--- config.mk ---
export PLATFORM = sky130hd
export DESIGN_NAME = bitmap_row_to_page_bytes_core_flat
export DESIGN_NICKNAME = d
export VERILOG_FILES = /design/src/sv/bmpage_pkg.sv /design/src/sv/bmpage_pix_if.sv /design/src/sv/bmpage_col_if.sv /design/src/sv/bmpage_cfg_if.sv /design/src/sv/bmpage_core_top.sv /design/src/sv/bmpage_band_store.sv /design/src/sv/bmpage_col_ser.sv /design/src/flat_wrapper.sv
export SDC_FILE = /design/constraint.sdc
export NUM_CORES = 1
export LEC_CHECK = 0
export BUFFER_PORTS_ARGS = -buffer_cell sky130_fd_sc_hd__clkbuf_2
export CAP_MARGIN = 0
export CORE_MARGIN = 5
export CORE_UTILIZATION = 65
export CTS_CLUSTER_SIZE = 25
export DETAILED_ROUTE_END_ITERATION = 12
export PLACE_DENSITY = 0.8
export SLEW_MARGIN = 15
export SYNTH_ARGS = -nofsm -noshare
export SYNTH_HDL_FRONTEND = slang
export SYNTH_SLANG_ARGS = --single-unit
--- constraint.sdc ---
create_clock -name clk -period 14.5 [get_ports clk]
set_clock_uncertainty 0.05 [all_clocks]
set_input_delay 0 -clock clk [delete_from_list [all_inputs] [get_ports clk]]
set_output_delay 0 -clock clk [all_outputs]
set_load 0.05 [all_outputs]
--- src/sv/bmpage_pkg.sv ---
// Shared constants, register codes and types of the bitmap row to page byte converter.
package bmpage_pkg;

  localparam int MAX_WIDTH_BYTES = 16;
  localparam int PIX_W           = 8;
  localparam int ROWS_STORED     = 7;
  localparam int BAND_ROWS       = 8;
  localparam int WIDTH_W         = 5;
  localparam int BANDS_W         = 6;
  localparam int BAND_IDX_W      = 5;
  localparam int MAX_BANDS       = 32;
  localparam int CFG_IDX_W       = 2;
  localparam int CFG_DATA_W      = 8;

  localparam logic [WIDTH_W-1:0] WIDTH_RESET = WIDTH_W'(16);
  localparam logic [BANDS_W-1:0] BANDS_RESET = BANDS_W'(8);

  localparam logic [CFG_IDX_W-1:0] CFG_WIDTH_BYTES = CFG_IDX_W'(0);
  localparam logic [CFG_IDX_W-1:0] CFG_BAND_COUNT  = CFG_IDX_W'(1);

  // One finished byte column of a band, ready for serialization.
  typedef struct packed {
    logic [BAND_ROWS*PIX_W-1:0] rows;
    logic                       last_image;
  } col_load_t;

endpackage

--- src/sv/bmpage_pix_if.sv ---
// Input channel: one bitmap byte per item.
interface bmpage_pix_if;
  logic                            valid;
  logic                            ready;
  logic [bmpage_pkg::PIX_W-1:0]    pixel_byte;

  modport source (output valid, output pixel_byte, input ready);
  modport sink   (input valid, input pixel_byte, output ready);
endinterface

--- src/sv/bmpage_col_if.sv ---
// Result channel: one column byte per item with run and image end flags.
interface bmpage_col_if;
  logic                            valid;
  logic                            ready;
  logic [bmpage_pkg::PIX_W-1:0]    column_byte;
  logic                            last_of_run;
  logic                            last_of_image;

  modport source (output valid, output column_byte, output last_of_run,
                  output last_of_image, input ready);
  modport sink   (input valid, input column_byte, input last_of_run,
                  input last_of_image, output ready);
endinterface

--- src/sv/bmpage_cfg_if.sv ---
// Configuration write channel: register index and write data.
interface bmpage_cfg_if;
  logic                                 valid;
  logic                                 ready;
  logic [bmpage_pkg::CFG_IDX_W-1:0]     index;
  logic [bmpage_pkg::CFG_DATA_W-1:0]    data;

  modport source (output valid, output index, output data, input ready);
  modport sink   (input valid, input index, input data, output ready);
endinterface

--- src/sv/bmpage_core_top.sv ---
// Top level of the bitmap row to page byte converter.
// Bitmap bytes come in row-major order, most significant bit leftmost. Bytes of band
// rows 0..6 are written into the band store at one per cycle while the staging register
// is empty. A byte of row 7 reads its byte column back from the store (registered read),
// lands in a one-item staging register and then goes to a shift-register serializer that
// gives eight column bytes, one per cycle while the output is ready, leftmost pixel column
// first. No byte is taken while the staging register holds an item that waits for the
// serializer. The store needs no clearing after reset; widths and band counts out of
// range are clamped, and counters wrap to a new image after the last byte of the last
// band.
module bitmap_row_to_page_bytes_core #(
  parameter int MaxWidthBytes = bmpage_pkg::MAX_WIDTH_BYTES
) (
  input  logic          clk,
  input  logic          rst_n,
  bmpage_pix_if.sink    in_pix,
  bmpage_col_if.source  out_col,
  bmpage_cfg_if.sink    cfg_port
);

  localparam int ColW = (MaxWidthBytes > 1) ? $clog2(MaxWidthBytes) : 1;
  localparam int CmpW = 8;
  localparam int BIdxW = bmpage_pkg::BAND_IDX_W;
  localparam int BandsW = bmpage_pkg::BANDS_W;
  localparam int StW = bmpage_pkg::ROWS_STORED * bmpage_pkg::PIX_W;

  logic [bmpage_pkg::WIDTH_W-1:0] width_bytes_r;
  logic [BandsW-1:0]              band_count_r;

  logic [2:0]       row_r;
  logic [ColW-1:0]  col_r;
  logic [BIdxW-1:0] band_r;

  logic                        pend_valid_r;
  logic [bmpage_pkg::PIX_W-1:0] pend_pix_r;
  logic                        pend_last_r;
  logic [StW-1:0]              store_rows;

  logic [CmpW-1:0]   weff;
  logic [BandsW-1:0] nbeff;
  logic [ColW-1:0]   col_eff;
  logic              last_col;
  logic              last_band;
  logic              in_take;
  logic              row_last;
  logic              load_ready;
  bmpage_pkg::col_load_t load;

  // Configuration; nothing is taken while reset is held
  assign cfg_port.ready = rst_n;

  always_ff @(posedge clk) begin
    if (!rst_n) begin
      width_bytes_r <= bmpage_pkg::WIDTH_RESET;
      band_count_r  <= bmpage_pkg::BANDS_RESET;
    end else if (cfg_port.valid) begin
      if (cfg_port.index == bmpage_pkg::CFG_WIDTH_BYTES) begin
        width_bytes_r <= cfg_port.data[bmpage_pkg::WIDTH_W-1:0];
      end else if (cfg_port.index == bmpage_pkg::CFG_BAND_COUNT) begin
        band_count_r <= cfg_port.data[BandsW-1:0];
      end
    end
  end

  // Position within the image
  always_comb begin
    if (width_bytes_r == '0) begin
      weff = CmpW'(1);
    end else if (CmpW'(width_bytes_r) > CmpW'(MaxWidthBytes)) begin
      weff = CmpW'(MaxWidthBytes);
    end else begin
      weff = CmpW'(width_bytes_r);
    end

    if (band_count_r == '0) begin
      nbeff = BandsW'(1);
    end else if (band_count_r > BandsW'(bmpage_pkg::MAX_BANDS)) begin
      nbeff = BandsW'(bmpage_pkg::MAX_BANDS);
    end else begin
      nbeff = band_count_r;
    end

    col_eff   = (CmpW'(col_r) >= weff) ? '0 : col_r;
    last_col  = (CmpW'(col_eff) + CmpW'(1) >= weff);
    last_band = (BandsW'(band_r) + BandsW'(1) >= nbeff);
  end

  assign row_last     = (row_r == 3'(bmpage_pkg::ROWS_STORED));
  assign in_pix.ready = rst_n && !pend_valid_r;
  assign in_take      = in_pix.valid && in_pix.ready;

  always_ff @(posedge clk) begin
    if (!rst_n) begin
      row_r  <= '0;
      col_r  <= '0;
      band_r <= '0;
    end else if (in_take) begin
      if (last_col) begin
        col_r <= '0;
        if (row_last) begin
          row_r  <= '0;
          band_r <= last_band ? '0 : band_r + 1'b1;
        end else begin
          row_r <= row_r + 1'b1;
        end
      end else begin
        col_r <= col_eff + 1'b1;
      end
    end
  end

  bmpage_band_store #(
    .Depth (MaxWidthBytes)
  ) u_store (
    .clk    (clk),
    .wr_en  (in_take && !row_last),
    .rd_en  (in_take && row_last),
    .col    (col_eff),
    .row    (row_r),
    .pix    (in_pix.pixel_byte),
    .rows_r (store_rows)
  );

  // Staging register for a row 7 item, waits while the serializer is busy
  always_ff @(posedge clk) begin
    if (!rst_n) begin
      pend_valid_r <= 1'b0;
    end else if (in_take && row_last) begin
      pend_valid_r <= 1'b1;
    end else if (load_ready) begin
      pend_valid_r <= 1'b0;
    end
  end

  always_ff @(posedge clk) begin
    if (in_take && row_last) begin
      pend_pix_r  <= in_pix.pixel_byte;
      pend_last_r <= last_col && last_band;
    end
  end

  assign load.rows       = {pend_pix_r, store_rows};
  assign load.last_image = pend_last_r;

  bmpage_col_ser u_ser (
    .clk        (clk),
    .rst_n      (rst_n),
    .load_valid (pend_valid_r),
    .load_ready (load_ready),
    .load       (load),
    .out_col    (out_col)
  );

endmodule

--- src/sv/bmpage_band_store.sv ---
// Band store: rows 0..6 of the current band, one byte lane per row, registered read.
module bmpage_band_store #(
  parameter int Depth = bmpage_pkg::MAX_WIDTH_BYTES
) (
  input  logic                                                  clk,
  input  logic                                                  wr_en,
  input  logic                                                  rd_en,
  input  logic [(Depth > 1 ? $clog2(Depth) : 1)-1:0]            col,
  input  logic [2:0]                                            row,
  input  logic [bmpage_pkg::PIX_W-1:0]                          pix,
  output logic [bmpage_pkg::ROWS_STORED*bmpage_pkg::PIX_W-1:0]  rows_r
);

  logic [bmpage_pkg::PIX_W-1:0] mem [Depth][bmpage_pkg::ROWS_STORED];

  always_ff @(posedge clk) begin
    if (wr_en) begin
      mem[col][row] <= pix;
    end
    if (rd_en) begin
      for (int r = 0; r < bmpage_pkg::ROWS_STORED; r++) begin
        rows_r[r*bmpage_pkg::PIX_W +: bmpage_pkg::PIX_W] <= mem[col][r];
      end
    end
  end

endmodule

--- src/sv/bmpage_col_ser.sv ---
// Column serializer: eight row lanes shifted left, one column byte per item out.
module bmpage_col_ser (
  input  logic                   clk,
  input  logic                   rst_n,
  input  logic                   load_valid,
  output logic                   load_ready,
  input  bmpage_pkg::col_load_t  load,
  bmpage_col_if.source           out_col
);

  localparam int Lanes = bmpage_pkg::BAND_ROWS;
  localparam int PixW  = bmpage_pkg::PIX_W;

  logic [PixW-1:0]          lane_r [Lanes];
  logic [$clog2(Lanes)-1:0] cnt_r;
  logic                     valid_r;
  logic                     last_image_r;
  logic                     take;
  logic                     last_beat;

  assign last_beat  = (cnt_r == ($clog2(Lanes))'(Lanes - 1));
  assign take       = valid_r && out_col.ready;
  assign load_ready = !valid_r || (take && last_beat);

  always_ff @(posedge clk) begin
    if (!rst_n) begin
      valid_r <= 1'b0;
      cnt_r   <= '0;
    end else if (load_valid && load_ready) begin
      valid_r <= 1'b1;
      cnt_r   <= '0;
    end else if (take) begin
      cnt_r <= cnt_r + 1'b1;
      if (last_beat) begin
        valid_r <= 1'b0;
      end
    end
  end

  // Payload: lane k holds band row k; the leftmost pixel sits in bit 7.
  always_ff @(posedge clk) begin
    if (load_valid && load_ready) begin
      for (int k = 0; k < Lanes; k++) begin
        lane_r[k] <= load.rows[k*PixW +: PixW];
      end
      last_image_r <= load.last_image;
    end else if (take) begin
      for (int k = 0; k < Lanes; k++) begin
        lane_r[k] <= {lane_r[k][PixW-2:0], 1'b0};
      end
    end
  end

  always_comb begin
    for (int k = 0; k < Lanes; k++) begin
      out_col.column_byte[k] = lane_r[k][PixW-1];
    end
  end

  assign out_col.valid         = valid_r;
  assign out_col.last_of_run   = last_beat;
  assign out_col.last_of_image = last_beat && last_image_r;

endmodule

--- src/flat_wrapper.sv ---
// flat-port wrapper written by rule: the top's interface ports become plain ports
module bitmap_row_to_page_bytes_core_flat 
#(
  parameter int MaxWidthBytes = bmpage_pkg::MAX_WIDTH_BYTES
)
  (clk, rst_n, in_pix_valid, in_pix_pixel_byte, in_pix_ready, out_col_valid, out_col_column_byte, out_col_last_of_run, out_col_last_of_image, out_col_ready, cfg_port_valid, cfg_port_index, cfg_port_data, cfg_port_ready);
  bmpage_pix_if in_pix_i ();
  bmpage_col_if out_col_i ();
  bmpage_cfg_if cfg_port_i ();
  input  logic clk;
  input  logic rst_n;
  input wire logic [$bits(in_pix_i.valid)-1:0] in_pix_valid;
  input wire logic [$bits(in_pix_i.pixel_byte)-1:0] in_pix_pixel_byte;
  output wire logic [$bits(in_pix_i.ready)-1:0] in_pix_ready;
  output wire logic [$bits(out_col_i.valid)-1:0] out_col_valid;
  output wire logic [$bits(out_col_i.column_byte)-1:0] out_col_column_byte;
  output wire logic [$bits(out_col_i.last_of_run)-1:0] out_col_last_of_run;
  output wire logic [$bits(out_col_i.last_of_image)-1:0] out_col_last_of_image;
  input wire logic [$bits(out_col_i.ready)-1:0] out_col_ready;
  input wire logic [$bits(cfg_port_i.valid)-1:0] cfg_port_valid;
  input wire logic [$bits(cfg_port_i.index)-1:0] cfg_port_index;
  input wire logic [$bits(cfg_port_i.data)-1:0] cfg_port_data;
  output wire logic [$bits(cfg_port_i.ready)-1:0] cfg_port_ready;
  assign in_pix_i.valid = in_pix_valid;
  assign in_pix_i.pixel_byte = in_pix_pixel_byte;
  assign in_pix_ready = in_pix_i.ready;
  assign out_col_valid = out_col_i.valid;
  assign out_col_column_byte = out_col_i.column_byte;
  assign out_col_last_of_run = out_col_i.last_of_run;
  assign out_col_last_of_image = out_col_i.last_of_image;
  assign out_col_i.ready = out_col_ready;
  assign cfg_port_i.valid = cfg_port_valid;
  assign cfg_port_i.index = cfg_port_index;
  assign cfg_port_i.data = cfg_port_data;
  assign cfg_port_ready = cfg_port_i.ready;
  bitmap_row_to_page_bytes_core #(.MaxWidthBytes(MaxWidthBytes)) u_core (.clk(clk), .rst_n(rst_n), .in_pix(in_pix_i), .out_col(out_col_i), .cfg_port(cfg_port_i));
endmodule
# --- Yosys cells after proc, flatten, opt, wreduce, memory -nomap -nowiden ---
# Memories as Yosys holds them, arrays and structs flattened. A register that Yosys moved wholly into a read port is not among the register bits.
# Cells that the tools add are included.
classes:
  n_addsub: 6
  order_cmp: 7
  eq_ne: 3
  muxes: 30
  bitwise_logic: 11
  reduce_logical: 26
op_table:
  columns: ["operator", "count"]
  rows:
  - ["$mux W8", 10]
  - ["$mux W56", 1]
  - ["$demux W8 S3", 1]
  - ["$mux W6", 2]
  - ["$mux W1", 11]
  - ["$logic_and A1 B1 Y1", 10]
  - ["$mux W5", 2]
  - ["$ge A4 B8 Y1", 1]
  - ["$ge A8 B8 Y1", 1]
  - ["$mux W4", 2]
  - ["$or A1 B1 Y1", 8]
  - ["$add A3 B1 Y3 const B", 2]
  - ["$add A5 B1 Y6 const B", 1]
  - ["$eq A3 B3 Y1 const B", 2]
  - ["$ge A6 B6 Y1", 1]
  - ["$gt A6 B6 Y1 const B", 1]
  - ["$logic_not A6 Y1", 1]
  - ["$reduce_and A2 Y1", 3]
  - ["$reduce_and A3 Y1", 2]
  - ["$reduce_bool A2 Y1", 3]
  - ["$add A4 B1 Y5 const B", 1]
  - ["$add A5 B1 Y5 const B", 1]
  - ["$gt A5 B5 Y1 const B", 1]
  - ["$logic_not A5 Y1", 1]
  - ["11 further kinds", 14]
totals:
  register_bits: 38
  ramBits: 960
  input_bits: 23
  output_inout_bits: 13
  elab_cells: 96
  n_memories: 2
mem_list:
  columns: ["memory", "depth", "width", "rd", "rd_clocked_by_memory_dff", "wr", "line_no", "rtl"]
  rows:
  - ["u_core.u_store.mem", 16, 56, 1, 1, 1, "bmpage_band_store.sv:14", "logic [bmpage_pkg::PIX_W-1:0] mem [Depth][bmpage_pkg::ROWS_STORED];"]
  - ["u_core.u_ser.lane_r", 8, 8, 8, 0, 8, "bmpage_col_ser.sv:14", "logic [PixW-1:0] lane_r [Lanes];"]

# --- Longest topological paths before layout ---
depth:
  depth_word: 8
  mapped_depth: 21
  mapped_depth_nobuf: 14

# --- Hierarchy ---
# Synthesis repeated with hierarchy kept, for this count alone.
hier_totals:
  cells_unflattened: 1955
  area_unflattened_um2: 40617.7
modules_own_cells:
  columns: ["module", "instances", "cells_each", "area_each_um2", "seq_area_each_um2"]
  rows:
  - ["bmpage_band_store", 1, 1576, 35703.0, 28587.4]
  - ["bmpage_col_ser", 1, 194, 3095.5, 1981.9]
  - ["bitmap_row_to_page_bytes_core", 1, 185, 1819.2, 750.7]

# --- Worst setup path before layout ---
# No wires, ideal clock.
synth_timing:
  path_type: "reg2reg"
  startpoint: "register u_core.u_ser.valid_r, in the netlist u_core.u_ser.out_col.valid"
  endpoint: "memory u_core.u_ser.lane_r[0][10] (netlist name), enable pin"
  setup_ps: 558
  arrival_time_ps: 4735
  t_required_ps: 13892
  setup_slack_ps: 9157
  path_stages_with_launch: 2
  period_less_slack_ps: 5343
  path_cell_list: "dfxtp_1 > o21ai_0"
synth_rtl:
  columns: ["element", "line_no", "rtl"]
  rows:
  - ["start: declaration", "bmpage_col_ser.sv:16", "logic valid_r;"]
  - ["start signal: assignment", "bmpage_col_ser.sv:27", "valid_r <= 1'b0;"]
  - ["start signal: assignment", "bmpage_col_ser.sv:30", "valid_r <= 1'b1;"]
  - ["start signal: assignment", "bmpage_col_ser.sv:35", "valid_r <= 1'b0;"]
  - ["end: declaration", "bmpage_col_ser.sv:14", null]

# --- Worst setup path in the final report ---
layout_timing:
  startpoint: "register u_core.width_bytes_r[4] (netlist name)"
  endpoint: "register u_core.band_r[2]"
layout_via:
  elab_chain_cells: 8
layout_rtl:
  columns: ["element", "line_no", "rtl"]
  rows:
  - ["start: declaration", "bmpage_core_top.sv:27", "logic [bmpage_pkg::WIDTH_W-1:0] width_bytes_r;"]
  - ["start signal: assignment", "bmpage_core_top.sv:54", "width_bytes_r <= bmpage_pkg::WIDTH_RESET;"]
  - ["start signal: assignment", "bmpage_core_top.sv:58", "width_bytes_r <= cfg_port.data[bmpage_pkg::WIDTH_W-1:0];"]
  - ["$gt A5 B5 Y1", "bmpage_core_top.sv:69", "end else if (CmpW'(width_bytes_r) > CmpW'(MaxWidthBytes)) begin"]
  - ["$mux W5", "bmpage_core_top.sv:69", null]
  - ["$mux W8 (*)", "bmpage_core_top.sv:67", "if (width_bytes_r == '0) begin"]
  - ["$ge A4 B8 Y1", "bmpage_core_top.sv:83", "col_eff = (CmpW'(col_r) >= weff) ? '0 : col_r;"]
  - ["$mux W4", "bmpage_core_top.sv:83", null]
  - ["$add A4 B1 Y5", "bmpage_core_top.sv:84", "last_col = (CmpW'(col_eff) + CmpW'(1) >= weff);"]
  - ["$ge A8 B8 Y1 (*)", "bmpage_core_top.sv:84", null]
  - ["$reduce_and A3 Y1 (no source line) (*)", null, null]
  - ["end signal: assignment", "bmpage_core_top.sv:102", "band_r <= last_band ? '0 : band_r + 1'b1;"]
  - ["end: declaration", "bmpage_core_top.sv:32", "logic [BIdxW-1:0] band_r;"]
# Every way passes the cells marked *; elsewhere a longest branch is shown, timed or not.
# A chain may end at the register's enable or synchronous reset.

==> impl_metrics.json <==
{
  "place.detailed.instances": 3637,
  "synth_area_leader_cell": "edfxtp_1",
  "ys_seq_area_share_pct": 71.8,
  "ys_warn_count": 0,
  "design_area_um2": 48000,
  "insertion_delay_ps": 660,
  "grt_first_pass_wirelength_um": 168000,
  "die_x_um": 269,
  "power.total_mw": 6.31,
  "dp_hpwl_um": 59600,
  "crit_buf_inv": 2,
  "grt_antenna_before_repair": 4,
  "initial_core_util_pct": 65.2,
  "grt_overflow": 0,
  "slew-limit-headroom_pct": 23.6,
  "start_kind": "flip-flop",
  "die_h_um": 269,
  "area_growth_pct": 10.0,
  "wire_per_inst_um": 28.8,
  "setup_violations": 0,
  "ys_ff_latch": 1054,
  "vias": 28300,
  "synth_nets": 2981,
  "numPortBuffers": 33,
  "async_flop_share_pct": 0,
  "worstPathArrival_ps": 7040,
  "syn_area_per_cell_um2": 14.9,
  "yosysMostFrequentCell": "edfxtp_1",
  "rsz0062_at_grt": "no",
  "crit_family": "buffers and inverters",
  "setup_slack_ps": 7960,
  "cts-root-buf": "clkbuf_16",
  "fin_crit_sh_pct": 45.1,
  "syn_area_um2": 43600,
  "cts_hold_buf": 27,
  "drtPass1Iterations": 7,
  "fp-row-count": 95,
  "period_minus_slack_ps": 6540,
  "cp_common_cell": "ha_1",
  "drv_slew": 0,
  "htree_levels": 3,
  "synth_edf_count": 1021,
  "tns_ps": 0,
  "dieArea_um2": 72400,
  "syn_inst": 2934,
  "nNetsFinal": 2942,
  "synthTopCellsByCount": "1021 x edfxtp_1, 291 x nand2_1, 225 x o211ai_1",
  "path_class": "flip-flop to flip-flop",
  "dpl_worst_slack_ps": 8140,
  "worst-slew-pin-transition_ps": 1150,
  "slowest_delay_ps": 940,
  "synth_top_area_share_pct": 70.2,
  "status": "completed",
  "required_ps": 15000,
  "grt_usage_pct": 29.9,
  "ir_worst_vdd_uv": 123,
  "cts_tree": "done",
  "clkSlewWorstSetupHoldPaths_ps": 60,
  "power_density_nw_per_um2": 131,
  "grt_max_degree": 85,
  "cts_buffers": 101,
  "gp_congestion": 0.869,
  "yosysUniqueCellTypes": 55,
  "ys.flop_type": "edfxtp_1",
  "cts_resized": 0,
  "leakagePower_nw": 15.0,
  "maxCapViolations": 0,
  "grt_pass1_vias": 28500,
  "final_cells": 3851,
  "cp_slowest_cell": "ha_1",
  "place_area_um2": 44300,
  "cts_buffer_depth": 3,
  "core_um2": 66900,
  "netlist_top_cells_area": "edfxtp_1 70%, o211ai_1 3.9%, mux4_2 2.9%, nand2_1 2.5%, or4_1 1.9%",
  "vias_per_cell": 7.34,
  "ios": 36,
  "post_cts_buffers": 0,
  "cp_cell_sequence": "inv_2 > nand2_1 > ha_1 > or3_4 > a211oi_1 > or2_4 > buf_4 > ha_1 > xnor2_1 > ha_1 > a21oi_1 > o21ai_1 > nand3_1 > o32ai_1",
  "hold_viol_final": 0,
  "cts.sinks": 1054,
  "cp_max_fo": 71,
  "hold_class": "input pin to flip-flop",
  "drcViolationCount": 0,
  "crit_path_end_kind": "flip-flop",
  "drive_above_1_share_pct": 11.0,
  "max_freq_ghz": 0.153,
  "routed_wl_um": 111000,
  "ant_nets": 0,
  "dr.first_iter.drc_count": 4043
}
==> cells in the final DEF (no fill, tap or decap), drive strengths merged, types with 66 or more instances in the layout <==
cell,Yosys,final
edfxtp,1021,1021
nand2,291,291
o211ai,225,225
nor2,199,199
clkbuf,165,151
a31oi,115,115
or4,111,111
a22oi,110,110
nand3,109,109
mux2i,66,66
==> routing by layer <==
layer	GRT usage [%]	part of all wire, %	vias to the layer above
met5	0	0.021	-
met4	13.0	4.3	4
met3	6.07	12	341
met2	48.8	48	2193
met1	40.0	36	13900
li1	-	-	11800
==> tightest hold or removal path, stage by stage <==
cell	delay, ps
dlygate4sd3_1	530
clkbuf_2	120
mux2i_1	70
nor2_1	80
==> worst paths after layout <==
| path | to | cells after the start | startpoint | slack (ps) |
|---|---|---|---|---|
| worst max-delay path | u_core.band_r[2] | 14 | u_core.width_bytes_r[4] | 7960 |
| worst min-delay path | u_core.width_bytes_r[3] | 4 | cfg_port_data[3] | 130 |
| worst max register to register | u_core.band_r[2] | 14 | u_core.width_bytes_r[4] | 7960 |
| worst min register to register | u_core.u_ser.last_image_r | 0 | u_core.pend_last_r | 380 |
==> area by class of cell <==
class	count	area [um^2]
sequential	1054	31300
tap	873	1090
inverter	12	48.8
clock inverter	59	668
clock buffer	126	2780
antenna	1	2.50
timing repair buffer	102	778
fill	3945	18900
multi-input combinational	1624	11300
==> kinds of logic (layout without fill, tap and decap cells) <==
group / after synthesis / in the layout / share of synthesized area (%)
multiplexers: 131 / 131 / 4.66
XOR/XNOR: 6 / 6 / 0.120
AND/OR/NAND/NOR: 802 / 802 / 9.03
adder cells (fa/ha/maj): 24 / 24 / 0.688
buffers and inverters: 256 / 299 / 2.49
other: 0 / 1 / 0
flip-flops: 1054 / 1054 / 71.8
AO/OA/AOI/OAI: 661 / 661 / 11.3
==> power by group <==
group	internal, mW	leakage [nW]	switching (mW)	total (mW)
Clock	1.60	1.68	1.12	2.72
Combinational	0.0675	3.86	0.179	0.247
Sequential	3.34	9.45	0.00782	3.35
Total	5.01	15.0	1.30	6.31
==> flip-flops by register name (all words and copies together), names as in the netlist <==
| name | count |
|---|---|
| u_core.u_ser.cnt_r | 3 |
| u_core.u_ser.last_image_r | 1 |
| u_core.u_ser.lane_r | 64 |
| u_core.u_ser.out_col.valid | 1 |
| u_core.u_store.mem | 896 |
| u_core.pend_valid_r | 1 |
| u_core.row_r | 3 |
| u_core.pend_pix_r | 8 |
| u_core.band_count_r | 6 |
| u_core.pend_last_r | 1 |
| u_core.u_store.rows_r | 56 |
| u_core.width_bytes_r | 5 |
| u_core.col_r | 4 |
| u_core.band_r | 5 |
==> through the flow <==
step | utilization, % | hold slack [ps]
floorplan | - | 11.9
global placement | 66.2 | 186
detailed placement | 66.2 | 201
CTS | 71.7 | 92.6
global route | 71.8 | 145
finish | 71.8 | 130
No activity file was read; power rests on OpenSTA's default activity.
